===== src/rtl/point_in_polygon_test_top_defines.svh =====
// Assertion macros shared by the point-in-polygon RTL.
`ifndef POINT_IN_POLYGON_TEST_TOP_DEFINES_SVH
`define POINT_IN_POLYGON_TEST_TOP_DEFINES_SVH

// Property that must hold at every clock edge outside reset.
`define PIP_ASSERT(name, prop, msg) \
  name: assert property (@(posedge clk_i) disable iff (!rst_ni) (prop)) else $error(msg);

// Antecedent this cycle implies consequent in the next cycle.
`define PIP_ASSERT_NEXT(name, ante, cons, msg) \
  name: assert property (@(posedge clk_i) disable iff (!rst_ni) (ante) |=> (cons)) else $error(msg);

`endif


===== src/rtl/pip_pkg.sv =====
// Shared constants, types and states of the point-in-polygon block.
package pip_pkg;

  localparam int COORD_BITS     = 32;
  localparam int FRACTION_BITS  = 16;
  localparam int COUNT_BITS     = 16;
  localparam int IN_BITS        = 32;
  localparam int TOL_BITS       = 16;
  localparam int OUT_COUNT_BITS = 16;
  localparam int DIFF_BITS      = COORD_BITS + 1;
  localparam int PROD_BITS      = 2 * COORD_BITS;
  localparam int SPROD_BITS     = PROD_BITS + 1;
  localparam int QUEUE_DEPTH    = 4;
  localparam int NUM_PRODS      = 4;

  // 0.001 rounded to the nearest fixed-point step
  localparam logic [TOL_BITS-1:0] TOL_RESET =
    TOL_BITS'(((64'd1 << FRACTION_BITS) + 64'd500) / 64'd1000);

  // largest coordinate, end of the ray
  localparam logic signed [DIFF_BITS-1:0] FAR_COORD =
    DIFF_BITS'((64'd1 << (COORD_BITS - 1)) - 64'd1);

  typedef logic signed [COORD_BITS-1:0] coord_t;

  typedef struct packed {
    logic   clr;   // first vertex: clear count and parity
    logic   test;  // run the edge test
    logic   emit;  // give the result after this edge
    coord_t x1;
    coord_t y1;
    coord_t x2;
    coord_t y2;
    coord_t qx;
    coord_t qy;
  } edge_job_t;

  typedef enum logic [5:0] {
    ST_IDLE   = 6'b000001,
    ST_LOAD   = 6'b000010,
    ST_MUL    = 6'b000100,
    ST_SIGN   = 6'b001000,
    ST_EVAL   = 6'b010000,
    ST_COMMIT = 6'b100000
  } back_state_e;

endpackage


===== src/rtl/pip_front.sv =====
// Front end: take vertices, track the run and issue edge jobs.
module pip_front
  import pip_pkg::*;
(
  input  logic                       clk_i,
  input  logic                       rst_ni,
  input  logic                       push_i,
  output logic                       full_o,
  input  logic signed [IN_BITS-1:0]  query_x_i,
  input  logic signed [IN_BITS-1:0]  query_y_i,
  input  logic signed [IN_BITS-1:0]  vertex_x_i,
  input  logic signed [IN_BITS-1:0]  vertex_y_i,
  input  logic                       first_vertex_i,
  input  logic                       last_vertex_i,
  input  logic                       q_full_i,
  output logic                       q_push_o,
  output edge_job_t                  q_data_o
);

  coord_t    start_x_q, start_y_q, prior_x_q, prior_y_q, hq_x_q, hq_y_q;
  coord_t    vx, vy;
  logic      pend_q;
  edge_job_t pend_job_q, job_now, job_close;
  logic      accept;

  assign vx = COORD_BITS'(vertex_x_i);
  assign vy = COORD_BITS'(vertex_y_i);

  // a pending closing edge blocks new vertices until it is queued
  assign full_o = pend_q || q_full_i;
  assign accept = push_i && !full_o;

  always_comb begin
    job_now      = '0;
    job_now.x1   = prior_x_q;
    job_now.y1   = prior_y_q;
    job_now.x2   = vx;
    job_now.y2   = vy;
    job_now.qx   = hq_x_q;
    job_now.qy   = hq_y_q;
    job_now.clr  = first_vertex_i;
    job_now.test = !first_vertex_i;
    // first and last together: the closing edge is flat, emit straight away
    job_now.emit = first_vertex_i && last_vertex_i;

    job_close      = '0;
    job_close.test = 1'b1;
    job_close.emit = 1'b1;
    job_close.x1   = vx;
    job_close.y1   = vy;
    job_close.x2   = start_x_q;
    job_close.y2   = start_y_q;
    job_close.qx   = hq_x_q;
    job_close.qy   = hq_y_q;
  end

  assign q_push_o = pend_q ? !q_full_i : accept;
  assign q_data_o = pend_q ? pend_job_q : job_now;

  always_ff @(posedge clk_i) begin
    if (accept) begin
      pend_job_q <= job_close;
    end
  end

  always_ff @(posedge clk_i or negedge rst_ni) begin
    if (!rst_ni) begin
      start_x_q <= '0;
      start_y_q <= '0;
      prior_x_q <= '0;
      prior_y_q <= '0;
      hq_x_q    <= '0;
      hq_y_q    <= '0;
      pend_q    <= 1'b0;
    end else begin
      if (pend_q && !q_full_i) begin
        pend_q <= 1'b0;
      end
      if (accept) begin
        if (first_vertex_i) begin
          hq_x_q    <= COORD_BITS'(query_x_i);
          hq_y_q    <= COORD_BITS'(query_y_i);
          start_x_q <= vx;
          start_y_q <= vy;
        end
        prior_x_q <= vx;
        prior_y_q <= vy;
        pend_q    <= last_vertex_i && !first_vertex_i;
      end
    end
  end

endmodule


===== config.mk =====
export PLATFORM = sky130hd
export DESIGN_NAME = pip_front
export DESIGN_NICKNAME = d
export VERILOG_FILES = /design/src/rtl/point_in_polygon_test_top_defines.svh /design/src/rtl/pip_pkg.sv /design/src/rtl/pip_front.sv
export SDC_FILE = /design/constraint.sdc
export NUM_CORES = 1
export LEC_CHECK = 0
export BUFFER_PORTS_ARGS = -buffer_cell sky130_fd_sc_hd__buf_2
export CORE_UTILIZATION = 50
export DETAILED_ROUTE_END_ITERATION = 12
export GPL_TIMING_DRIVEN = 1
export PLACE_DENSITY = 0.71
export SYNTH_ARGS = -nofsm -noshare
export SYNTH_HDL_FRONTEND = slang
export SYNTH_SLANG_ARGS = --single-unit

===== constraint.sdc =====
create_clock -name clk_i -period 4.9 [get_ports clk_i]
set_input_delay 0.245 -clock clk_i [delete_from_list [all_inputs] [get_ports clk_i]]
set_output_delay 0.245 -clock clk_i [all_outputs]
set_load 0.05 [all_outputs]

==> flow_summary_export.csv <==
group,metric,value,unit
power_and_ir_drop,power_frac_comb,22.8,%
clock_tree,cts_max_path_buffers,3,
power_and_ir_drop,pwr-share-seq,45.0,%
layout,antennaDiodeCount,0,
layout,fin_cells,1712,
placement,port_buffers,330,
synth,synthFlopType,"dfrtp_1",
worst_hold_path,min_path_type,"in -> reg",
die,dieArea,31400,um2
clock_tree,clock_sinks,385,
status,status,"finished, final reports clean",
timing,worst_pin_slew,1.12,ns
die,die-height,177,um
die,ioPinCount,331,
clock_tree,cts_root_buffer,"clkbuf_16",
timing,finalWorstPathRequiredPeriod,3.40,ns
layout,drive_gt1_share,42.1,%
power_and_ir_drop,p_sw_share,30.6,%
clock_tree,post_cts_resized,0,
route,drt_pass1_iterations,4,
layout,fill_cells,2093,
route,avgRoutedWirePerCell,18.2,um
synth,yosysTopAreaCell,"edfxtp_1",
timing,setup_tns,0,ns
timing,post-route-period-util,69.5,%
global_routing,grt_pass1_wl,48.9,mm
layout,post-route-util,66.3,%
route,ant_nets,0,
global_routing,first_global_vias,9072,
worst_setup_path,path_cells,"buf_4 -> mux2_2 -> buf_2",
global_routing,grt_max_degree,154,
synth,synth_cell_type_count,19,
layout,syn2layout_area_growth,29.2,%
worst_setup_path,crit_type,"reg -> out",
die,dieWidth,177,um
die,core,30000,um2
synth,syn_inst,823,
worst_setup_path,reg2reg_from,"pend_q$_DFFE_PN0P_",
worst_setup_path,critical-path-max-stage-delay,0.92,ns
route,via_count,8748,
worst_setup_path,worstPathRequired,4.66,ns
route,drc,0,
timing,clock.fmax,294,MHz
synth,ys_warn_count,0,
synth,async_reset_ff_share,50.1,%
synth,synthesis.area,15400,um2
power_and_ir_drop,internal-power,6360,uW
timing,rsz0062_at_grt,"no",
worst_hold_path,hp-start,"push_i",
worst_setup_path,critPathArrivalTime,3.16,ns
worst_setup_path,r2r_end,"pend_job_q[30]$_DFFE_PP_",
synth,ys_top_cells_by_area,"edfxtp_1 38%, dfrtp_1 31%, mux2_1 17%",
synth,synth_edf_count,192,
layout,nets,1426,
clock_tree,cts_tree,"yes",
worst_setup_path,r2r_cells,3,
power_and_ir_drop,p_switching,2810,uW
synth,avgSynthCellArea,18.7,um2
die,row_count,63,
worst_setup_path,path_max_fanout,85,
route,routed_wl,31.1,mm
synth,synth_most_common_cell,"mux2_1",
worst_setup_path,cp-start-kind,"flop",
placement,dpl.hpwl,18.4,mm
global_routing,antenna_found_initial,0,
clock_tree,path_clk_slew,0.06,ns
power_and_ir_drop,p_per_area,461,nW/um2
power_and_ir_drop,ir_worst_vdd,0.338,mV
synth,ys_seq_elements,385,
global_routing,overflow,0,
timing,setup_viol,0,
worst_setup_path,reg2reg_slack,2.14,ns
placement,place_inst,1509,
clock_tree,insertion_delay,0.51,ns
synth,synth.top_cell.area_share,37.5,%
placement,gp_congestion,0.760,
run,drv_cap,0,
timing,fin_skew,0.0157,ns
timing,slew_headroom,25.2,%
route,initialDrtViolationCount,422,
timing,hold_slack,0.0286,ns
timing,hold_viol,0,
timing,slew_violations,0,
synth,synth_nets,957,
global_routing,grt_util_all_layers,19.7,%
synth,ys_top_cells_by_count,"229 x mux2_1, 193 x dfrtp_1, 192 x edfxtp_1",
worst_hold_path,hold_depth,3,
route,vias_per_cell,5.11,
clock_tree,cts_max_level,2,
worst_setup_path,cpMaxStageDelayCell,"dfrtp_4",
power_and_ir_drop,leakagePower,0.00817,uW
worst_setup_path,endpoint_kind,"primary output",
synth,ys_seq_area_share,69.0,%
die,start_util,51.3,%
power_and_ir_drop,p_clk_share,32.2,%
clock_tree,cts_inserted_buffers,40,
worst_hold_path,min_to,"pend_q$_DFFE_PN0P_",
==> power by group through the flow <==
stage               Clock (uW)  Sequential [uW]  Combinational, uW
finish                    2950             4120               2090
global route              3150             4180               2200
CTS                       3030             4120               2100
detailed placement           0             4180               2010
global placement             0             4160               1980
floorplan                    0             4090               1590
==> timing repair <==
| item | 4_1_cts | 5_1_grt |
|---|---|---|
| hold endpoints to repair | 320 | 0 |
| hold buffers | 131 | 0 |
| setup buffers | 0 | 0 |
| endpoints found under the setup margin | 0 | 0 |
==> per-stage QoR <==
step                setup WS, ns  power [uW]  area (um2)
floorplan                   2.46        5680       15400
global placement            2.04        6140       17300
detailed placement          2.02        6190       17300
CTS                         1.47        9250       19900
global route                1.32        9530       19900
finish                      1.50        9160       19900
==> layout by cell type (no fill, tap or decap) <==
| cell | synthesis | layout |
|---|---|---|
| buf_12 | 0 | 3 |
| a21o_1 | 1 | 1 |
| dfrtp_1 | 193 | 192 |
| clkinvlp_4 | 0 | 1 |
| dfrtp_4 | 0 | 1 |
| nor2_1 | 2 | 2 |
| inv_1 | 1 | 1 |
| bufinv_16 | 0 | 3 |
| clkinv_1 | 0 | 2 |
| clkbuf_1 | 1 | 12 |
| clkinv_2 | 0 | 7 |
| buf_2 | 21 | 329 |
| clkbuf_16 | 0 | 41 |
| nand2b_1 | 1 | 1 |
| buf_4 | 3 | 6 |
| nand2_1 | 1 | 1 |
| clkbuf_8 | 0 | 6 |
| or2_2 | 1 | 1 |
| mux2_2 | 155 | 155 |
| nand3b_1 | 1 | 1 |
| o21ai_1 | 1 | 1 |
| inv_6 | 0 | 1 |
| edfxtp_1 | 192 | 192 |
| mux2_1 | 229 | 229 |
| nor3b_2 | 0 | 1 |
| dlygate4sd3_1 | 0 | 131 |
| and4bb_4 | 0 | 1 |
==> layer usage <==
layer	up-vias	routed length, um	track usage (%)
met3	56	2000	4.64
met1	4362	13700	26.6
li1	4034	-	-
met4	0	714	5.77
met2	296	14700	32.0
met5	-	0	0
==> worst max-delay path, delay by kind of cell (launching register included) <==
kind	cells	cell delay [ns]
flip-flops	1	0.92
multiplexers	1	0.44
buffers and inverters	2	1.14
==> sequential cells by signal, indices dropped and copies added, names as in the netlist <==
name        cells
start_x_q      32
pend_q          1
prior_y_q      32
hq_y_q         32
pend_job_q    192
prior_x_q      32
start_y_q      32
hq_x_q         32
==> final cells by class <==
| cell class | instances | area (um2) | share of cell area, % |
|---|---|---|---|
| flip-flops and latches | 385 | 10600 | 53.4 |
| multi-input cells | 394 | 4400 | 22.1 |
| repair buffers | 470 | 3080 | 15.5 |
| clock buffers | 58 | 1140 | 5.74 |
| well taps | 390 | 488 | 2.46 |
| clock inverters | 14 | 149 | 0.750 |
| inverters | 1 | 3.75 | 0.0189 |
==> how the worst max path moves through the flow <==
stage,startpoint,end,slack [ns],cells past startpoint
after floorplan,pend_q$_DFFE_PN0P_,prior_x_q[22]$_DFFE_PN0P_,2.46,5
after global placement,pend_q$_DFFE_PN0P_,q_data_o[60],2.04,3
after detailed placement,pend_q$_DFFE_PN0P_,q_data_o[36],2.02,3
after CTS,pend_q$_DFFE_PN0P_,q_data_o[189],1.47,3
after global routing,pend_q$_DFFE_PN0P_,q_data_o[36],1.32,3
final,pend_q$_DFFE_PN0P_,q_data_o[36],1.50,3
==> cells by family (layout without fill, tap and decap cells) <==
| group | Yosys count | after routing | share of synthesized area, % |
|---|---|---|---|
| buffers and inverters | 44 | 543 | 2.47 |
| flip-flops | 385 | 385 | 69.0 |
| AO/OA/AOI/OAI | 2 | 2 | 0.0814 |
| AND/OR/NAND/NOR | 8 | 8 | 0.334 |
| multiplexers | 384 | 384 | 28.1 |
Note: power is estimated with default switching activity, not from simulation.
