$ cat src/rtl/point_in_polygon_test_top_defines.svh
// Assertion macros shared by the point-in-polygon RTL.
`ifndef POINT_IN_POLYGON_TEST_TOP_DEFINES_SVH
`define POINT_IN_POLYGON_TEST_TOP_DEFINES_SVH

// Property that must hold at every clock edge outside reset.
`define PIP_ASSERT(name, prop, msg) \
  name: assert property (@(posedge clk_i) disable iff (!rst_ni) (prop)) else $error(msg);

// Antecedent this cycle implies consequent in the next cycle.
`define PIP_ASSERT_NEXT(name, ante, cons, msg) \
  name: assert property (@(posedge clk_i) disable iff (!rst_ni) (ante) |=> (cons)) else $error(msg);

`endif

$ cat src/rtl/pip_pkg.sv
// Shared constants, types and states of the point-in-polygon block.
package pip_pkg;

  localparam int COORD_BITS     = 32;
  localparam int FRACTION_BITS  = 16;
  localparam int COUNT_BITS     = 16;
  localparam int IN_BITS        = 32;
  localparam int TOL_BITS       = 16;
  localparam int OUT_COUNT_BITS = 16;
  localparam int DIFF_BITS      = COORD_BITS + 1;
  localparam int PROD_BITS      = 2 * COORD_BITS;
  localparam int SPROD_BITS     = PROD_BITS + 1;
  localparam int QUEUE_DEPTH    = 4;
  localparam int NUM_PRODS      = 4;

  // 0.001 rounded to the nearest fixed-point step
  localparam logic [TOL_BITS-1:0] TOL_RESET =
    TOL_BITS'(((64'd1 << FRACTION_BITS) + 64'd500) / 64'd1000);

  // largest coordinate, end of the ray
  localparam logic signed [DIFF_BITS-1:0] FAR_COORD =
    DIFF_BITS'((64'd1 << (COORD_BITS - 1)) - 64'd1);

  typedef logic signed [COORD_BITS-1:0] coord_t;

  typedef struct packed {
    logic   clr;   // first vertex: clear count and parity
    logic   test;  // run the edge test
    logic   emit;  // give the result after this edge
    coord_t x1;
    coord_t y1;
    coord_t x2;
    coord_t y2;
    coord_t qx;
    coord_t qy;
  } edge_job_t;

  typedef enum logic [5:0] {
    ST_IDLE   = 6'b000001,
    ST_LOAD   = 6'b000010,
    ST_MUL    = 6'b000100,
    ST_SIGN   = 6'b001000,
    ST_EVAL   = 6'b010000,
    ST_COMMIT = 6'b100000
  } back_state_e;

endpackage

$ cat src/rtl/pip_back.sv
// Back end: exact edge-crossing test with one shared multiplier, count and result.
module pip_back
  import pip_pkg::*;
(
  input  logic                      clk_i,
  input  logic                      rst_ni,
  input  logic [TOL_BITS-1:0]       tol_i,
  input  logic                      q_empty_i,
  input  edge_job_t                 q_data_i,
  output logic                      q_pop_o,
  input  logic                      res_pop_i,
  output logic                      res_empty_o,
  output logic                      inside_o,
  output logic [OUT_COUNT_BITS-1:0] count_o
);

  localparam int IdxBits = $clog2(NUM_PRODS);

  back_state_e state_q, state_d;
  edge_job_t   job_q;

  logic signed [DIFF_BITS-1:0] x1, y1, x2, y2, qx, qy;
  logic signed [DIFF_BITS-1:0] dx, dy, dq, ax, fx, far_mq, tol_s;
  logic signed [DIFF_BITS-1:0] dx_q, dy_q, dq_q, ax_q, fx_q;
  logic                        swap, skip, xmode_q, yok_q, dxpos_q;

  logic [IdxBits-1:0]          idx_q;
  logic signed [DIFF_BITS-1:0] op_a, op_b;
  logic [COORD_BITS-1:0]       mag_a, mag_b;
  logic [PROD_BITS-1:0]        prod;
  logic [PROD_BITS-1:0]        mag_q [NUM_PRODS];
  logic                        neg_q [NUM_PRODS];
  logic signed [SPROD_BITS-1:0] sp_q [NUM_PRODS];
  logic signed [SPROD_BITS-1:0] lo_v, hi_v;
  logic                        span_ok, cross_d, cross_q;

  logic [COUNT_BITS-1:0]       cnt_q, cnt_new, cnt_base;
  logic                        par_q, par_new, par_base;
  logic                        res_valid_q, res_inside_q, commit_go;
  logic [COUNT_BITS-1:0]       res_count_q;

  function automatic logic [COORD_BITS-1:0] mag(input logic signed [DIFF_BITS-1:0] v);
    logic signed [DIFF_BITS-1:0] a;
    a   = (v < 0) ? -v : v;
    mag = COORD_BITS'(a);
  endfunction

  // order the edge bottom to top
  assign swap   = job_q.y1 > job_q.y2;
  assign x1     = DIFF_BITS'(swap ? job_q.x2 : job_q.x1);
  assign y1     = DIFF_BITS'(swap ? job_q.y2 : job_q.y1);
  assign x2     = DIFF_BITS'(swap ? job_q.x1 : job_q.x2);
  assign y2     = DIFF_BITS'(swap ? job_q.y1 : job_q.y2);
  assign qx     = DIFF_BITS'(job_q.qx);
  assign qy     = DIFF_BITS'(job_q.qy);
  assign dx     = x2 - x1;
  assign dy     = y2 - y1;
  assign dq     = qy - y1;
  assign ax     = qx - x1;
  assign fx     = FAR_COORD - x1;
  assign far_mq = FAR_COORD - qx;
  assign tol_s  = DIFF_BITS'(tol_i);
  assign skip   = (mag(dy) <= COORD_BITS'(tol_i)) || (far_mq <= tol_s);

  always_comb begin
    case (idx_q)
      IdxBits'(0): begin
        op_a = ax_q;
        op_b = dy_q;
      end
      IdxBits'(1): begin
        op_a = dx_q;
        op_b = dq_q;
      end
      IdxBits'(2): begin
        op_a = fx_q;
        op_b = dy_q;
      end
      default: begin
        op_a = dx_q;
        op_b = dy_q;
      end
    endcase
  end

  assign mag_a = mag(op_a);
  assign mag_b = mag(op_b);
  assign prod  = PROD_BITS'(mag_a) * PROD_BITS'(mag_b);

  // products: 0 = (qx-x1)*dy, 1 = dx*dq, 2 = (far-x1)*dy, 3 = dx*dy
  assign lo_v    = dxpos_q ? '0 : sp_q[3];
  assign hi_v    = dxpos_q ? sp_q[3] : '0;
  assign span_ok = xmode_q ? ((lo_v < sp_q[1]) && (sp_q[1] < hi_v)) : yok_q;
  assign cross_d = (sp_q[0] < sp_q[1]) && (sp_q[1] < sp_q[2]) && span_ok;

  // a first vertex starts the run from a cleared count and parity
  assign cnt_base  = job_q.clr ? '0 : cnt_q;
  assign par_base  = job_q.clr ? 1'b0 : par_q;
  assign par_new   = par_base ^ cross_q;
  assign cnt_new   = (cross_q && (cnt_base != '1)) ? cnt_base + 1'b1 : cnt_base;
  assign commit_go = !job_q.emit || !res_valid_q || res_pop_i;

  assign q_pop_o     = (state_q == ST_IDLE) && !q_empty_i;
  assign res_empty_o = !res_valid_q;
  assign inside_o    = res_inside_q;
  assign count_o     = OUT_COUNT_BITS'(res_count_q);

  always_comb begin
    state_d = state_q;
    unique case (state_q)
      ST_IDLE: begin
        if (!q_empty_i) state_d = ST_LOAD;
      end
      ST_LOAD: begin
        state_d = (!job_q.test || skip) ? ST_COMMIT : ST_MUL;
      end
      ST_MUL: begin
        if (idx_q == IdxBits'(NUM_PRODS - 1)) state_d = ST_SIGN;
      end
      ST_SIGN: begin
        state_d = ST_EVAL;
      end
      ST_EVAL: begin
        state_d = ST_COMMIT;
      end
      ST_COMMIT: begin
        if (commit_go) state_d = ST_IDLE;
      end
      default: begin
        state_d = ST_IDLE;
      end
    endcase
  end

  // datapath registers
  always_ff @(posedge clk_i) begin
    if (q_pop_o) begin
      job_q <= q_data_i;
    end
    if (state_q == ST_LOAD) begin
      dx_q    <= dx;
      dy_q    <= dy;
      dq_q    <= dq;
      ax_q    <= ax;
      fx_q    <= fx;
      xmode_q <= mag(dx) > COORD_BITS'(tol_i);
      yok_q   <= (y1 < qy) && (qy < y2);
      dxpos_q <= dx > 0;
    end
    if (state_q == ST_MUL) begin
      mag_q[idx_q] <= prod;
      neg_q[idx_q] <= (op_a < 0) ^ (op_b < 0);
    end
    if (state_q == ST_SIGN) begin
      for (int i = 0; i < NUM_PRODS; i++) begin
        sp_q[i] <= neg_q[i] ? -$signed({1'b0, mag_q[i]}) : $signed({1'b0, mag_q[i]});
      end
    end
    if (state_q == ST_COMMIT && job_q.emit && commit_go) begin
      res_inside_q <= par_new;
      res_count_q  <= cnt_new;
    end
  end

  always_ff @(posedge clk_i or negedge rst_ni) begin
    if (!rst_ni) begin
      state_q     <= ST_IDLE;
      idx_q       <= '0;
      cross_q     <= 1'b0;
      cnt_q       <= '0;
      par_q       <= 1'b0;
      res_valid_q <= 1'b0;
    end else begin
      state_q <= state_d;
      if (res_pop_i && res_valid_q) begin
        res_valid_q <= 1'b0;
      end
      unique case (state_q)
        ST_LOAD: begin
          idx_q   <= '0;
          cross_q <= 1'b0;
        end
        ST_MUL: begin
          idx_q <= idx_q + 1'b1;
        end
        ST_EVAL: begin
          cross_q <= cross_d;
        end
        ST_COMMIT: begin
          if (commit_go) begin
            if (job_q.clr || job_q.emit) begin
              cnt_q <= '0;
              par_q <= 1'b0;
            end else begin
              cnt_q <= cnt_new;
              par_q <= par_new;
            end
            if (job_q.emit) begin
              res_valid_q <= 1'b1;
            end
          end
        end
        default: begin
        end
      endcase
    end
  end

`include "point_in_polygon_test_top_defines.svh"

  `PIP_ASSERT_NEXT(a_emit_fills, state_q == ST_COMMIT && job_q.emit && commit_go, res_valid_q, "result lost")
  `PIP_ASSERT_NEXT(a_untested_skip, state_q == ST_LOAD && !job_q.test, state_q == ST_COMMIT && !cross_q, "untested job crossed")
  `PIP_ASSERT_NEXT(a_pop_loads, q_pop_o, state_q == ST_LOAD, "popped job not loaded")

endmodule

$ cat config.mk
export PLATFORM = sky130hd
export DESIGN_NAME = pip_back
export DESIGN_NICKNAME = d
export VERILOG_FILES = /design/src/rtl/pip_pkg.sv /design/src/rtl/pip_back.sv
export VERILOG_INCLUDE_DIRS = /design/src /design/src/rtl
export SDC_FILE = /design/constraint.sdc
export NUM_CORES = 2
export LEC_CHECK = 0
export ABC_CLOCK_PERIOD_IN_PS = 60300
export BUFFER_PORTS_ARGS = -buffer_cell sky130_fd_sc_hd__clkbuf_2
export CAP_MARGIN = 20
export CORE_ASPECT_RATIO = 0.8
export CORE_UTILIZATION = 25
export DETAILED_ROUTE_END_ITERATION = 12
export SYNTH_ARGS = -nofsm -noshare
export SYNTH_HDL_FRONTEND = slang
export SYNTH_SLANG_ARGS = --single-unit
$ cat constraint.sdc
create_clock -name clk_i -period 60.3 [get_ports clk_i]
set_clock_uncertainty 0.15 [all_clocks]
set_input_delay 3.015 -clock clk_i [delete_from_list [all_inputs] [get_ports clk_i]]
set_output_delay 3.015 -clock clk_i [all_outputs]
set_load 0.005 [all_outputs]
==> flow_summary.json <==
{
  "result_of_the_run": "completed",
  "clock-root-buffer": "sky130_fd_sc_hd__clkbuf_16",
  "route.vias.total": 65300,
  "cp_data_arrival_time_ns": 14.24,
  "postSynthRegisterBits": 926,
  "routed_wire_length_per_instance_um": 19.5,
  "final_nets": 10800,
  "cts.clk_slew.worst_paths_ns": 0.06,
  "slew_headroom_pct": 19.4,
  "async_reset_ff_share_pct": 2.92,
  "cts.htree.levels": 3,
  "crit_required_ns": 60.59,
  "wl_um": 267000,
  "worst_path_maximum_fanout": 62,
  "worst-r2r-setup-slack_ns": 46.35,
  "setup_repair_after_global_routing_missed_its_margin": "false",
  "post_cts_hold_buffer_count": 0,
  "setup.worst_path.end": "mag_q[3][63]$_DFFE_PP_",
  "worst_skew_pair.late_latency_ns": 0.73,
  "highest_clock_frequency_the_design_can_meet_ghz": 0.0717,
  "hold_viol_final": 0,
  "nFillCells": 36500,
  "groute.usage.overall_pct": 14.6,
  "critical-path-top-delay-family": "adder cells",
  "timing.rr.start": "idx_q[1]$_DFFE_PN0P_",
  "tritoncts.num_buffers": 93,
  "cts_sinks": 926,
  "fin_setup_tns_ns": 0,
  "timing.final.crit_share_pct": 23.1,
  "syn_nets": 10600,
  "cp.depth": 43,
  "die_height_um": 532,
  "ports": 234,
  "die_area_sq_mm": 0.354,
  "detailedPlacementHpwl_um": 212000,
  "drive_gt1_share_pct": 7.24,
  "gpl.final_weighted_congestion": 0.952,
  "syn_avg_cell_area_sq_um": 9.97,
  "die_x_extent_um": 665,
  "initial_utilization_pct": 25.1,
  "drtPass1Iterations": 6,
  "synth_enable_flop_cells": 899,
  "netlist_area_sq_mm": 0.0879,
  "synth_top_flop_cell": "sky130_fd_sc_hd__edfxtp_1",
  "grt_pass1_vias": 62600,
  "synth.distinct_cells": 107,
  "post_cts_resized": 0,
  "hp_class": "reg -> reg",
  "cap_viol_max_count": 0,
  "numPortBuffers": 233,
  "seq_area_frac_synth_pct": 31.5,
  "avgViaCountPerCell": 4.77,
  "worst-path-buf-inv": 7,
  "post_cts.repair.setup_buffers": 0,
  "core_sq_mm": 0.350,
  "global_route_wire_length_before_repair_um": 396000,
  "slowest_delay_ns": 0.67,
  "grt_start_max_net_pins": 87,
  "timing_worst_setup_path_type": "reg -> reg",
  "timing.final.max_slew_violations": 0,
  "timing_worst_slew_pin_value_ns": 1.20,
  "syn2layout_area_growth_pct": 12.1,
  "gr-total-overflow": 0,
  "critPathLaunchType": "flop",
  "synthesis.instances": 8811,
  "capture_instance_of_the_worst_register_to_register_path": "mag_q[3][63]$_DFFE_PP_",
  "synth.yosys.warnings": 0,
  "worst-r2r-cell-count": 43,
  "antenna_left": 0,
  "drc": 0,
  "antenna_violations_before_repair": 5,
  "cp_common_cell": "sky130_fd_sc_hd__fa_1",
  "tritoncts_clock_tree": "done",
  "launching_element_of_the_worst_setup_path": "idx_q[1]$_DFFE_PN0P_",
  "report.final.setup_viol": 0,
  "timing.critical_path.slowest_stage_cell": "sky130_fd_sc_hd__mux2_2",
  "rows": 194,
  "worst_setup_path_end_kind": "flop",
  "drt_first_iter_violations": 6811,
  "max_buffers_root_to_sink": 3,
  "final_period_minus_worst_setup_slack_ns": 13.95
}
## worst reg2reg max path, delay by kind of cell, from the launching register on
| kind | cells | cell delay [ns] |
|---|---|---|
| AOI/OAI and AO/OA | 11 | 3.26 |
| xor gates and xnor gates | 2 | 0.33 |
| adders and majority gates | 10 | 4.83 |
| buffers and inverters | 7 | 1.63 |
| DFF | 1 | 0.41 |
| muxes | 1 | 0.71 |
| and+or+nand+nor | 12 | 2.39 |
## per-layer routing
layer	track usage (%)	vias up	part of all wire [%]
li1	-	30000	-
met1	22.4	31800	48
met2	19.7	3103	38
met3	4.26	381	11
met4	3.35	4	2.6
met5	0	-	0.012
## metrics by stage
stage                     setup slack (ns)  utilization, %  hold slack, ns  cells  instance area [sq um]
after floorplan                      34.40               -           0.301   8811                  87900
after global placement               46.41            27.3           0.317  13500                  95300
after detailed placement             46.22            27.3           0.329  13500                  95300
after CTS                            46.21            28.2           0.343  13700                  98500
after global routing                 45.61            28.2           0.359  13700                  98500
final                                46.35            28.2           0.338  13700                  98500
## synth_stat cells (all sizes together), types with 24 or more instances
library cell / count / share of area [%]
o31ai: 92 / 0.81
a22o: 52 / 0.52
nand2b: 146 / 1.0
or3: 71 / 0.51
o41ai: 40 / 0.40
fa: 898 / 20
buf: 36 / 0.20
and2: 57 / 0.41
nor2b: 179 / 1.3
ha: 710 / 10
xor2: 147 / 1.5
clkbuf: 249 / 1.1
nand4: 94 / 0.68
o21a: 58 / 0.50
nor2: 835 / 3.6
inv: 1261 / 5.4
nand2: 909 / 3.9
dfrtp: 26 / 0.74
a21o: 105 / 0.90
a31oi: 53 / 0.39
nor3: 97 / 0.57
or2: 24 / 0.17
a21boi: 37 / 0.32
and3: 52 / 0.37
nand3: 88 / 0.51
o211ai: 24 / 0.21
xnor2: 430 / 4.3
a21oi: 360 / 2.1
nor4: 47 / 0.37
mux2i: 53 / 0.60
edfxtp: 899 / 31
or4: 53 / 0.46
a211oi: 30 / 0.27
o21ai: 304 / 1.7
## cells in the final DEF (no fill, tap or decap), types with 58 or more instances in the layout
cell	count
sky130_fd_sc_hd__a21o_1	105
sky130_fd_sc_hd__a21oi_1	358
sky130_fd_sc_hd__buf_4	153
sky130_fd_sc_hd__clkbuf_16	93
sky130_fd_sc_hd__clkbuf_2	233
sky130_fd_sc_hd__edfxtp_1	899
sky130_fd_sc_hd__fa_1	898
sky130_fd_sc_hd__ha_1	709
sky130_fd_sc_hd__inv_1	1260
sky130_fd_sc_hd__nand2_1	907
sky130_fd_sc_hd__nand2b_1	146
sky130_fd_sc_hd__nand3_1	87
sky130_fd_sc_hd__nand4_1	92
sky130_fd_sc_hd__nor2_1	833
sky130_fd_sc_hd__nor2b_1	179
sky130_fd_sc_hd__nor3_1	95
sky130_fd_sc_hd__o21a_1	58
sky130_fd_sc_hd__o21ai_0	297
sky130_fd_sc_hd__o31ai_1	90
sky130_fd_sc_hd__or3_1	71
sky130_fd_sc_hd__xnor2_1	397
sky130_fd_sc_hd__xor2_1	132
## logic make-up (layout without fill, tap and decap cells)
group           count (synthesis)  after routing  share of synthesized area [%]
compound gates               1351           1351                           10.1
xor+xnor                      577            577                           5.75
fa+ha+maj                    1629           1629                           30.8
buf+inv                      1547           1821                           6.66
flops                         926            926                           31.5
mux                            63             63                          0.732
other cells                     0              1                              0
simple gates                 2718           2718                           14.5
## layout make-up
| cell class | instances | area, sq um | area share [%] |
|---|---|---|---|
| multi-input cells | 6338 | 54800 | 55.7 |
| flip-flops and latches | 926 | 27700 | 28.1 |
| well taps | 4606 | 5760 | 5.85 |
| inverters | 1262 | 4740 | 4.81 |
| clock buffers | 109 | 2400 | 2.43 |
| repair buffers | 389 | 2340 | 2.38 |
| clock inverters | 61 | 752 | 0.763 |
| diodes | 1 | 2.50 | 0.00254 |
## how the worst min path moves through the flow
stage / startpoint / end / slack [ns] / cells past startpoint
after floorplan: par_q$_DFFE_PN0P_ / par_q$_DFFE_PN0P_ / 0.30 / 2
after global placement: par_q$_DFFE_PN0P_ / par_q$_DFFE_PN0P_ / 0.32 / 2
after detailed placement: par_q$_DFFE_PN0P_ / par_q$_DFFE_PN0P_ / 0.33 / 2
after CTS: mag_q[2][0]$_DFFE_PP_ / sp_q[2][0]$_DFFE_PP_ / 0.34 / 0
after global routing: mag_q[2][0]$_DFFE_PP_ / sp_q[2][0]$_DFFE_PP_ / 0.36 / 0
final: mag_q[2][0]$_DFFE_PP_ / sp_q[2][0]$_DFFE_PP_ / 0.34 / 0
## flip-flops by register name, summed over array words and instances (netlist names), 2 cells and up
register / count
dq_q: 33
fx_q: 32
dy_q: 33
cnt_q: 16
state_q: 6
job_q: 195
ax_q: 33
neg_q: 4
idx_q: 2
mag_q: 256
sp_q: 260
dx_q: 33
count_o: 16
Power is left out: the tool's default activity adds up to more than one toggle a clock period on the data nets, which glitch-free logic cannot reach.
