--- config.mk ---
export PLATFORM = sky130hd
export DESIGN_NAME = pip_queue
export DESIGN_NICKNAME = d
export VERILOG_FILES = /design/src/rtl/pip_pkg.sv /design/src/rtl/pip_queue.sv
export VERILOG_INCLUDE_DIRS = /design/src /design/src/rtl
export SDC_FILE = /design/constraint.sdc
export NUM_CORES = 1
export LEC_CHECK = 0
export BUFFER_PORTS_ARGS = -buffer_cell sky130_fd_sc_hd__buf_2
export CAP_MARGIN = 30
export CORE_MARGIN = 4
export CORE_UTILIZATION = 35
export DETAILED_ROUTE_END_ITERATION = 6
export GPL_TIMING_DRIVEN = 0
export SYNTH_ARGS = -nofsm -noshare
export SYNTH_HDL_FRONTEND = slang
export SYNTH_SLANG_ARGS = --single-unit
--- constraint.sdc ---
create_clock -name clk_i -period 28.1 [get_ports clk_i]
set_input_delay 7.025 -clock clk_i [delete_from_list [all_inputs] [get_ports clk_i]]
set_output_delay 7.025 -clock clk_i [all_outputs]
set_load 0.05 [all_outputs]
--- src/rtl/point_in_polygon_test_top_defines.svh ---
// Assertion macros shared by the point-in-polygon RTL.
`ifndef POINT_IN_POLYGON_TEST_TOP_DEFINES_SVH
`define POINT_IN_POLYGON_TEST_TOP_DEFINES_SVH

// Property that must hold at every clock edge outside reset.
`define PIP_ASSERT(name, prop, msg) \
  name: assert property (@(posedge clk_i) disable iff (!rst_ni) (prop)) else $error(msg);

// Antecedent this cycle implies consequent in the next cycle.
`define PIP_ASSERT_NEXT(name, ante, cons, msg) \
  name: assert property (@(posedge clk_i) disable iff (!rst_ni) (ante) |=> (cons)) else $error(msg);

`endif

--- src/rtl/pip_pkg.sv ---
// Shared constants, types and states of the point-in-polygon block.
package pip_pkg;

  localparam int COORD_BITS     = 32;
  localparam int FRACTION_BITS  = 16;
  localparam int COUNT_BITS     = 16;
  localparam int IN_BITS        = 32;
  localparam int TOL_BITS       = 16;
  localparam int OUT_COUNT_BITS = 16;
  localparam int DIFF_BITS      = COORD_BITS + 1;
  localparam int PROD_BITS      = 2 * COORD_BITS;
  localparam int SPROD_BITS     = PROD_BITS + 1;
  localparam int QUEUE_DEPTH    = 4;
  localparam int NUM_PRODS      = 4;

  // 0.001 rounded to the nearest fixed-point step
  localparam logic [TOL_BITS-1:0] TOL_RESET =
    TOL_BITS'(((64'd1 << FRACTION_BITS) + 64'd500) / 64'd1000);

  // largest coordinate, end of the ray
  localparam logic signed [DIFF_BITS-1:0] FAR_COORD =
    DIFF_BITS'((64'd1 << (COORD_BITS - 1)) - 64'd1);

  typedef logic signed [COORD_BITS-1:0] coord_t;

  typedef struct packed {
    logic   clr;   // first vertex: clear count and parity
    logic   test;  // run the edge test
    logic   emit;  // give the result after this edge
    coord_t x1;
    coord_t y1;
    coord_t x2;
    coord_t y2;
    coord_t qx;
    coord_t qy;
  } edge_job_t;

  typedef enum logic [5:0] {
    ST_IDLE   = 6'b000001,
    ST_LOAD   = 6'b000010,
    ST_MUL    = 6'b000100,
    ST_SIGN   = 6'b001000,
    ST_EVAL   = 6'b010000,
    ST_COMMIT = 6'b100000
  } back_state_e;

endpackage

--- src/rtl/pip_queue.sv ---
// Short job queue between the vertex front end and the edge tester.
module pip_queue
  import pip_pkg::*;
(
  input  logic      clk_i,
  input  logic      rst_ni,
  input  logic      push_i,
  input  edge_job_t data_i,
  output logic      full_o,
  input  logic      pop_i,
  output logic      empty_o,
  output edge_job_t data_o
);

  localparam int PtrBits = $clog2(QUEUE_DEPTH);
  localparam int CntBits = $clog2(QUEUE_DEPTH + 1);

  edge_job_t          mem_q [QUEUE_DEPTH];
  logic [PtrBits-1:0] wr_q, rd_q;
  logic [CntBits-1:0] cnt_q;
  logic               do_push, do_pop;

  assign full_o  = (cnt_q == CntBits'(QUEUE_DEPTH));
  assign empty_o = (cnt_q == '0);
  assign do_push = push_i && !full_o;
  assign do_pop  = pop_i && !empty_o;
  assign data_o  = mem_q[rd_q];

  always_ff @(posedge clk_i) begin
    if (do_push) begin
      mem_q[wr_q] <= data_i;
    end
  end

  always_ff @(posedge clk_i or negedge rst_ni) begin
    if (!rst_ni) begin
      wr_q  <= '0;
      rd_q  <= '0;
      cnt_q <= '0;
    end else begin
      if (do_push) begin
        wr_q <= (wr_q == PtrBits'(QUEUE_DEPTH - 1)) ? '0 : wr_q + 1'b1;
      end
      if (do_pop) begin
        rd_q <= (rd_q == PtrBits'(QUEUE_DEPTH - 1)) ? '0 : rd_q + 1'b1;
      end
      if (do_push && !do_pop) begin
        cnt_q <= cnt_q + 1'b1;
      end else if (do_pop && !do_push) begin
        cnt_q <= cnt_q - 1'b1;
      end
    end
  end

`include "point_in_polygon_test_top_defines.svh"

  `PIP_ASSERT(a_no_overflow, !(push_i && full_o), "job queue pushed while full")
  `PIP_ASSERT_NEXT(a_push_fills, push_i && !full_o, !empty_o, "queue empty after push")

endmodule

==> impl_metrics.toml, run 1 <==
[outcome]
status = "finished, final reports clean"

[placed_design]
portBuffers = 395
dp_cells = 2530
dpl-instance-area_mm2 = 0.0323
gp_congestion = 0.700
hpwlAfterDp_mm = 39.0

[clock_network]
cts_tree = "yes"
ctsResizeCount = 0
cts_buffers = 84
ctsHoldBuffers = 0
cts_setup_buffers = 0
clock_latency_ns = 0.62
cts_sinks = 787
ctsLongestPathBuffers = 3
root_buffer = "clkbuf_16"
cts_max_level = 3
clk_pin_slew_worst_paths_ns = 0.06

[cells_and_area]
utilization = 0.435
multi_input_area_mm2 = 0.00465
area_growth_pct = 22.9
fillers = 6939
drive_gt1_frac = 0.478
finalInstanceArea_mm2 = 0.0351
instances_no_fill = 2696
nets = 1762
regArea_mm2 = 0.0236

[timing]
min_period_over_period = 0.354
clock_skew_ns = 0.0236
fmax_mhz = 101
final.setup.tns_ns = 0
slew_violations = 0
hold_viol_final = 0
relSlewSlack = 0.468
rsz0062_at_grt = "no"
tightest_slew_ns = 0.799
setup_viol = 0
min_period_ns = 9.94

[synthesis]
avgSynthCellArea_um2 = 27.0
synth.distinct_cells = 20
seq_area_frac_synth = 0.826
synth.ff_latch_count = 787
synth_flop_cell = "edfxtp_1"
synth-edff-count = 780
synthArstFlopShare = 0.00889
yosys_warnings = 0
synth_cells = 1056
syn_area_mm2 = 0.0286
synth.net_count = 1262

[floorplan]
die_area_mm2 = 0.0862
die_width_um = 294
initial_utilization = 0.354
core.rowCount = 104
core-area_mm2 = 0.0807
die_y_um = 294
top_level_ports = 396

[setup_path]
required_ns = 21.08
crit_path_top_delay_cell = "mux4_2"
crit_arrival_ns = 2.91
critical-path-max-stage-delay_ns = 0.47
worstSetupPathType = "reg -> out"
crit_fanout = 10
path_cells = "buf_2, clkbuf_1, buf_8, buf_2, mux4_2, buf_2"
cp-start-kind = "flip-flop"
crit_top_cell = "buf_2"
critPathCaptureType = "output pin"

[power_and_ir_drop]
peakVddDrop_v = 0.0000725
power_frac_comb = 0.386
seq_power_share = 0.365
p_sw_mw = 1.68
switching_share = 0.384
p_int_mw = 2.68
p_clk_frac = 0.249
p_per_area_mw_per_mm2 = 124
p_leak_nw = 11.9

[global_routing]
grt_antenna_before_repair = 21
grt.overflow.total = 0
grt_pass1_wl_mm = 89.4
grt_usage = 0.138
grt_max_degree = 55
grt_pass1_vias = 13927

[route]
dr.pass1.iters = 5
vias_per_cell = 4.75
wl_per_cell_um = 22.2
drt-initial-drc-count = 766
drc_errors = 0
ant_nets = 0
postRouteWirelength_mm = 59.8
vias = 12811

[run]
maxCapViolCount = 0

[min_path]
holdCritPathClass = "reg -> reg"
-- power by group through the flow --
stage               Clock [mW]  Sequential, mW  Combinational, mW
floorplan                    0            1.66               1.26
global placement             0            1.72               1.68
detailed placement           0            1.62               1.73
CTS                       1.12            1.59               1.73
global route              1.17            1.61               1.78
finish                    1.09            1.59               1.68
-- registers in the layout (all words and copies together), names as in the netlist --
name,count
rd_q,2
mem_q,780
cnt_q,3
wr_q,2
-- per-layer routing --
metal  vias to the layer above  GRT usage  routed length, um  share of wire
met4                        16     0.0423               1500          0.025
met2                       349      0.230              29800           0.50
met3                       108     0.0504               4780          0.080
li1                       5648          -                  -              -
met5                         -          0                103         0.0017
met1                      6690      0.170              23600           0.39
-- worst paths after layout --
path / startpoint / end / slack [ns] / cells after the start
setup / recovery: rd_q[1]$_DFFE_PN0P_ / data_o[38] / 18.16 / 6
hold / removal: cnt_q[2]$_DFFE_PN0P_ / cnt_q[2]$_DFFE_PN0P_ / 0.52 / 1
setup reg to reg: cnt_q[2]$_DFFE_PN0P_ / mem_q[0][92]$_DFFE_PP_ / 25.24 / 5
hold reg to reg: cnt_q[2]$_DFFE_PN0P_ / cnt_q[2]$_DFFE_PN0P_ / 0.52 / 1
max in group asynchronous: rst_ni / wr_q[1]$_DFFE_PN0P_ / 21.70 / 1
min in group asynchronous: rst_ni / cnt_q[2]$_DFFE_PN0P_ / 6.24 / 1
-- critical path, delay by kind of cell, from the launching register on --
| kind | cells | cell delay (ns) |
|---|---|---|
| buffers and inverters | 5 | 1.46 |
| flip-flops | 1 | 0.34 |
| multiplexers | 1 | 0.47 |
-- cells in the mapped netlist, types with 2 or more instances --
cell / number / area [um^2]
buf_6: 16 / 180
buf_2: 22 / 110
nor3_1: 2 / 10.0
and2_1: 3 / 18.8
mux2_2: 4 / 45.0
mux4_2: 195 / 4390
inv_1: 3 / 11.3
ha_1: 6 / 75.1
nor2_1: 3 / 11.3
dfrtp_1: 7 / 175
xor2_1: 2 / 17.5
edfxtp_1: 780 / 23400
clkbuf_1: 6 / 22.5
-- cells by family after synthesis --
| family | Yosys count | synth area share |
|---|---|---|
| multiplexers | 199 | 0.155 |
| adder cells (fa/ha/maj) | 7 | 0.00333 |
| XOR/XNOR | 3 | 0.000920 |
| flip-flops | 787 | 0.826 |
| AO/OA/AOI/OAI | 2 | 0.000526 |
| AND/OR/NAND/NOR | 11 | 0.00219 |
| buffers and inverters | 47 | 0.0113 |
-- final cells by class --
| cell class | instances | area share |
|---|---|---|
| Multi-Input combinational cell | 222 | 0.132 |
| Clock inverter | 52 | 0.0152 |
| Antenna cell | 11 | 0.000784 |
| Sequential cell | 787 | 0.672 |
| Tap cell | 1060 | 0.0378 |
| Inverter | 3 | 0.000321 |
| Clock buffer | 103 | 0.0631 |
| Timing Repair Buffer | 414 | 0.0691 |
| Buffer | 44 | 0.00891 |
-- layout by cell type, fill, tap and decap left out, types with 4 or more instances in the layout --
cell / count
buf_12: 8
buf_16: 10
buf_2: 417
buf_6: 16
bufinv_16: 8
clkbuf_1: 23
clkbuf_16: 86
clkinv_1: 18
clkinv_2: 15
dfrtp_1: 7
diode_2: 11
edfxtp_1: 780
ha_1: 6
mux2_2: 4
mux4_2: 195
-- per-stage QoR --
step                      worst slack [ns]  hold slack (ns)  total power [mW]
after floorplan                      12.10            0.477              2.92
after global placement                4.42            0.498              3.40
after detailed placement             18.62            0.508              3.35
after CTS                            17.92            0.520              4.45
after global routing                 17.88            0.530              4.56
final                                18.16            0.523              4.36
Note: power is estimated with default switching activity, not from simulation.
==> run 2: changes to the inputs <==
Settings changed: ABC_AREA from default to 1.
Clock period 28.1 ns to 9.5 ns, I/O delays scaled along.
==> impl_metrics.toml, run 2 <==
[power_and_ir_drop]
p_leak_nw = 15.2
total_power_mw = 14.4
p_per_area_mw_per_mm2 = 374
peakVddDrop_v = 0.000299

[route]
dr.pass1.iters = 5
drt-initial-drc-count = 1551
wl_per_cell_um = 20.1
drc_errors = 0
ant_nets = 0
postRouteWirelength_mm = 82.5
vias_per_cell = 4.70
vias = 19335

[timing]
rsz0062_at_grt = "no"
fmax_mhz = 205
min_period_over_period = 0.512
hold_viol_final = 0
tightest_slew_ns = 0.753
min_period_ns = 4.87
layout_setup_ws_ns = 4.63
relSlewSlack = 0.497
setup_viol = 0
clock_skew_ns = 0.0188
slew_violations = 0

[floorplan]
top_level_ports = 396
initial_utilization = 0.353
core.rowCount = 110
die_area_mm2 = 0.0954
core-area_mm2 = 0.0899
die_width_um = 309
die_y_um = 309

[run]
maxCapViolCount = 0

[synthesis]
syn_area_mm2 = 0.0317
synth_top_area_share = 0.739
synth-edff-count = 780
synth.ff_latch_count = 787
yosys.area.top_type = "edfxtp_1"
seq_area_frac_synth = 0.745
synth_area_leaders = "edfxtp_1 74%, o211ai_1 9.2%, nand2_1 7.1%"
synth_cells = 2336
yosys_warnings = 0
synth_common_cells = "780 x edfxtp_1, 600 x nand2_1, 405 x inv_1"
synthArstFlopShare = 0.00889
yosysMostFrequentCell = "edfxtp_1"
synth.net_count = 2542
synth.distinct_cells = 18
avgSynthCellArea_um2 = 13.6
synth_flop_cell = "edfxtp_1"

[setup_path]
critical-path-max-stage-delay_ns = 0.35
crit_arrival_ns = 2.49
crit_path_top_delay_cell = "dfrtp_1"
crit_fanout = 10
cp-start-kind = "flip-flop"
path_cells = "buf_4, buf_4, buf_2, o211ai_1, nand2_1, buf_2"
cp_top_family = "buffers and inverters"
critical_path_buf_inv_count = 4
critPathCaptureType = "output pin"
worstSetupPathType = "reg -> out"
required_ns = 7.13

[global_routing]
grt_pass1_vias = 19395
grt.overflow.total = 0
grt_max_degree = 29
grt_antenna_before_repair = 30
grt_pass1_wl_mm = 121
grt_usage = 0.170

[clock_network]
cts_sinks = 787
cts_buffers = 87
clk_pin_slew_worst_paths_ns = 0.06
cts_tree = "yes"
cts_setup_buffers = 0
ctsHoldBuffers = 0
root_buffer = "clkbuf_16"
ctsLongestPathBuffers = 3
clock_latency_ns = 0.64
cts_max_level = 3
ctsResizeCount = 0

[cells_and_area]
largest_reg_flops = 780
largest-register = "mem_q"
layout_common_cells = "780 x edfxtp_1, 600 x nand2_1, 421 x buf_2"
reg_top3 = "mem_q (780), cnt_q (3)"
utilization = 0.429
nets = 3060
drive_gt1_frac = 0.230
mostFrequentLayoutCell = "edfxtp_1"
area_growth_pct = 21.8

[outcome]
status = "finished, final reports clean"

[placed_design]
post-place-ws_ns = 4.75
portBuffers = 395
gp_congestion = 0.729
hpwlAfterDp_mm = 55.9

[min_path]
holdCritPathClass = "reg -> reg"
-- run 2: changes by cell type in the layout (fill, tap and decap cells not counted), sizes merged, moves of 7 or more --
| cell | delta |
|---|---|
| inv | +398 |
| nand2 | +599 |
| clkbuf | +14 |
| mux4 | -195 |
| buf | +91 |
| nand3 | +7 |
| diode | +8 |
| o211ai | +390 |
-- run 2: cell type report --
class / count / area, um^2
Antenna cell: 19 / 47.5
Buffer: 130 / 1210
Clock buffer: 107 / 2270
Clock inverter: 48 / 364
Fill cell: 8229 / 51300
Inverter: 406 / 1530
Multi-Input combinational cell: 1013 / 5380
Sequential cell: 787 / 23600
Tap cell: 1176 / 1470
Timing Repair Buffer: 429 / 2710
-- run 2: tightest hold or removal path: stages (launching register included) --
cell and delay (ns):
dfrtp_1 0.36, nand2_1 0.06, nand2_1 0.05
-- run 2: path summary, 6_finish.rpt --
| path | startpoint | slack (ns) | endpoint | depth (start not counted) |
|---|---|---|---|---|
| hold / removal | cnt_q[2]$_DFFE_PN0P_ | 0.51 | cnt_q[2]$_DFFE_PN0P_ | 2 |
| setup / recovery | rd_q[1]$_DFFE_PN0P_ | 4.63 | data_o[112] | 6 |
| min in group asynchronous | rst_ni | 1.56 | wr_q[0]$_DFFE_PN0P_ | 1 |
| setup reg to reg | cnt_q[0]$_DFFE_PN0P_ | 6.60 | mem_q[1][62]$_DFFE_PP_ | 8 |
| max in group asynchronous | rst_ni | 7.79 | rd_q[0]$_DFFE_PN0P_ | 1 |
| hold reg to reg | cnt_q[2]$_DFFE_PN0P_ | 0.51 | cnt_q[2]$_DFFE_PN0P_ | 2 |
-- run 2: per-stage QoR --
step	cell area [um^2]	hold WS [ns]	instances	setup TNS, ns
5_1_grt	38600	0.530	4103	0
3_5_place_dp	35900	0.490	3941	0
4_1_cts	38500	0.504	4096	0
6_report	38600	0.507	4115	0
2_1_floorplan	31700	0.463	2336	-1448.23
3_3_place_gp	35100	0.479	3907	-7194.29
-- run 2: cell families after synthesis --
kind of cell	Yosys count	synth area share
compound gates	391	0.0925
fa+ha+maj	7	0.00300
buf+inv	536	0.0864
simple gates	614	0.0731
xor+xnor	1	0.000276
flops	787	0.745
-- run 2: power by group --
| group | total, mW | switching, mW | leakage (nW) | internal [mW] |
|---|---|---|---|---|
| logic | 6.64 | 4.99 | 6.71 | 1.65 |
| registers | 4.67 | 0.131 | 7.23 | 4.54 |
| clock network | 3.11 | 1.33 | 1.28 | 1.78 |
| total | 14.4 | 6.45 | 15.2 | 7.98 |
-- run 2: per-layer routing --
| metal | global-route usage | vias up | wire length, um |
|---|---|---|---|
| met5 | 0 | - | 152 |
| met1 | 0.213 | 9465 | 33700 |
| li1 | - | 9242 | - |
| met3 | 0.0550 | 115 | 6700 |
| met4 | 0.0460 | 22 | 1520 |
| met2 | 0.287 | 491 | 40500 |
==> run 3: changes to the inputs <==
Clock period 9.5 ns to 4.2 ns, I/O delays scaled along.
==> impl_metrics.toml, run 3 (synthesis results as in run 2) <==
[outcome]
status = "finished, final reports clean"

[cells_and_area]
mostFrequentLayoutCell = "edfxtp_1"
largest_reg_flops = 780
utilization = 0.430
layout_common_cells = "780 x edfxtp_1, 599 x nand2_1, 421 x buf_2"
drive_gt1_frac = 0.233
area_growth_pct = 22.0
largest-register = "mem_q"
nets = 3059
reg_top3 = "mem_q (780), cnt_q (3)"
finalInstanceArea_mm2 = 0.0387

[placed_design]
gp_congestion = 0.736
hpwlAfterDp_mm = 54.8
dpl-instance-area_mm2 = 0.0359
portBuffers = 395

[setup_path]
reg2regPathDepth = 7
required_ns = 3.15
path_cells = "buf_4, buf_4, buf_2, o211ai_1, nand2_1, buf_2"
r2r_slack_ns = 1.48
crit_arrival_ns = 2.56
worstSetupPathType = "reg -> out"
critPathCaptureType = "output pin"
critical-path-max-stage-delay_ns = 0.35
crit_fanout = 10
rr_endpoint = "mem_q[0][78]$_DFFE_PP_"
reg2reg_from = "cnt_q[0]$_DFFE_PN0P_"
crit_path_top_delay_cell = "dfrtp_1"
cp-start-kind = "flip-flop"

[clock_network]
root_buffer = "clkbuf_16"
cts_buffers = 87
cts_sinks = 787
cts_max_level = 3
clk_pin_slew_worst_paths_ns = 0.06
clock_latency_ns = 0.63
ctsLongestPathBuffers = 3
cts_setup_buffers = 0
ctsHoldBuffers = 0
ctsResizeCount = 0
cts_tree = "yes"

[route]
drt-initial-drc-count = 1377
drc_errors = 0
vias = 19460
ant_nets = 0
postRouteWirelength_mm = 82.3
wl_per_cell_um = 20.0
met2_length_mm = 39.8
met1_length_mm = 34.3
wl_met3_mm = 5.97
vias_per_cell = 4.73
highest_layer = "met5"
dr.pass1.iters = 7

[floorplan]
core-area_mm2 = 0.0899
top_level_ports = 396
die_area_mm2 = 0.0954
initial_utilization = 0.353
die_y_um = 309
core.rowCount = 110
die_width_um = 309

[timing]
fmax_mhz = 277
slew_violations = 0
setup_viol = 0
min_period_over_period = 0.859
tightest_slew_ns = 0.872
clock_skew_ns = 0.0181
final.setup.tns_ns = 0
min_period_ns = 3.61
hold_viol_final = 0
relSlewSlack = 0.417
rsz0062_at_grt = "no"

[power_and_ir_drop]
peakVddDrop_v = 0.000665
total_power_mw = 32.8
p_leak_nw = 15.3
p_per_area_mw_per_mm2 = 849

[global_routing]
grt.overflow.total = 0
grt_pass1_wl_mm = 120
grt_pass1_vias = 19109
grt_usage = 0.169
grt_antenna_before_repair = 27
grt_max_degree = 30

[run]
maxCapViolCount = 0

[min_path]
holdCritPathClass = "in -> async"
-- run 3: cell types whose count changed in the layout (fill, tap and decap cells not counted), moves of 2 or more --
| cell | previous run | this run |
|---|---|---|
| inv_6 | 1 | 6 |
| bufinv_16 | 3 | 6 |
| clkinv_2 | 11 | 13 |
| clkinv_1 | 23 | 21 |
| clkbuf_1 | 24 | 22 |
| clkinv_8 | 5 | 1 |
| clkbuf_8 | 11 | 14 |
| diode_2 | 19 | 16 |
-- run 3: cell type report --
type                       instances  area [um^2]
inverter                         406         1530
timing repair buffer             428         2680
clock inverter                    51          424
tap                             1176         1470
antenna                           16         40.0
sequential                       787        23600
buffer                           130         1210
fill                            8130        51200
clock buffer                     108         2310
multi-input combinational       1013         5400
-- run 3: worst max-delay path, delay by kind of cell, from the launching register on --
family,cells,cell delay (ns)
simple gates,1,0.14
flops,1,0.35
compound gates,1,0.14
buf+inv,4,1.28
-- run 3: worst max path at each step --
stage	slack (ns)	from	depth (start not counted)	endpoint
6_report	0.59	rd_q[1]$_DFFE_PN0P_	6	data_o[118]
5_1_grt	0.38	rd_q[1]$_DFFE_PN0P_	6	data_o[118]
2_1_floorplan	-0.27	push_i	2	mem_q[0][0]$_DFFE_PP_
3_5_place_dp	1.00	push_i	6	mem_q[0][66]$_DFFE_PP_
3_3_place_gp	-3.19	push_i	3	mem_q[1][61]$_DFFE_PP_
4_1_cts	0.45	rd_q[1]$_DFFE_PN0P_	6	data_o[118]
-- run 3: per-stage QoR --
stage | hold slack, ns | worst slack [ns] | cells
finish | 0.256 | 0.591 | 4115
global route | 0.212 | 0.384 | 4108
CTS | 0.202 | 0.455 | 4099
detailed placement | 0.497 | 1.00 | 3940
global placement | 0.478 | -3.19 | 3907
floorplan | 0.463 | -0.267 | 2336
-- run 3: report_power, final --
| group | total (mW) | internal [mW] | leakage (nW) | switching [mW] |
|---|---|---|---|---|
| sequential | 10.6 | 10.3 | 7.23 | 0.299 |
| clock | 7.27 | 4.27 | 1.33 | 3.01 |
| combinational | 15.0 | 3.72 | 6.70 | 11.3 |
| total | 32.8 | 18.3 | 15.3 | 14.6 |
-- run 3: layer usage --
layer	up-vias	GRT usage
met5	-	0
li1	9249	-
met4	18	0.0520
met1	9500	0.215
met3	145	0.0487
met2	548	0.282
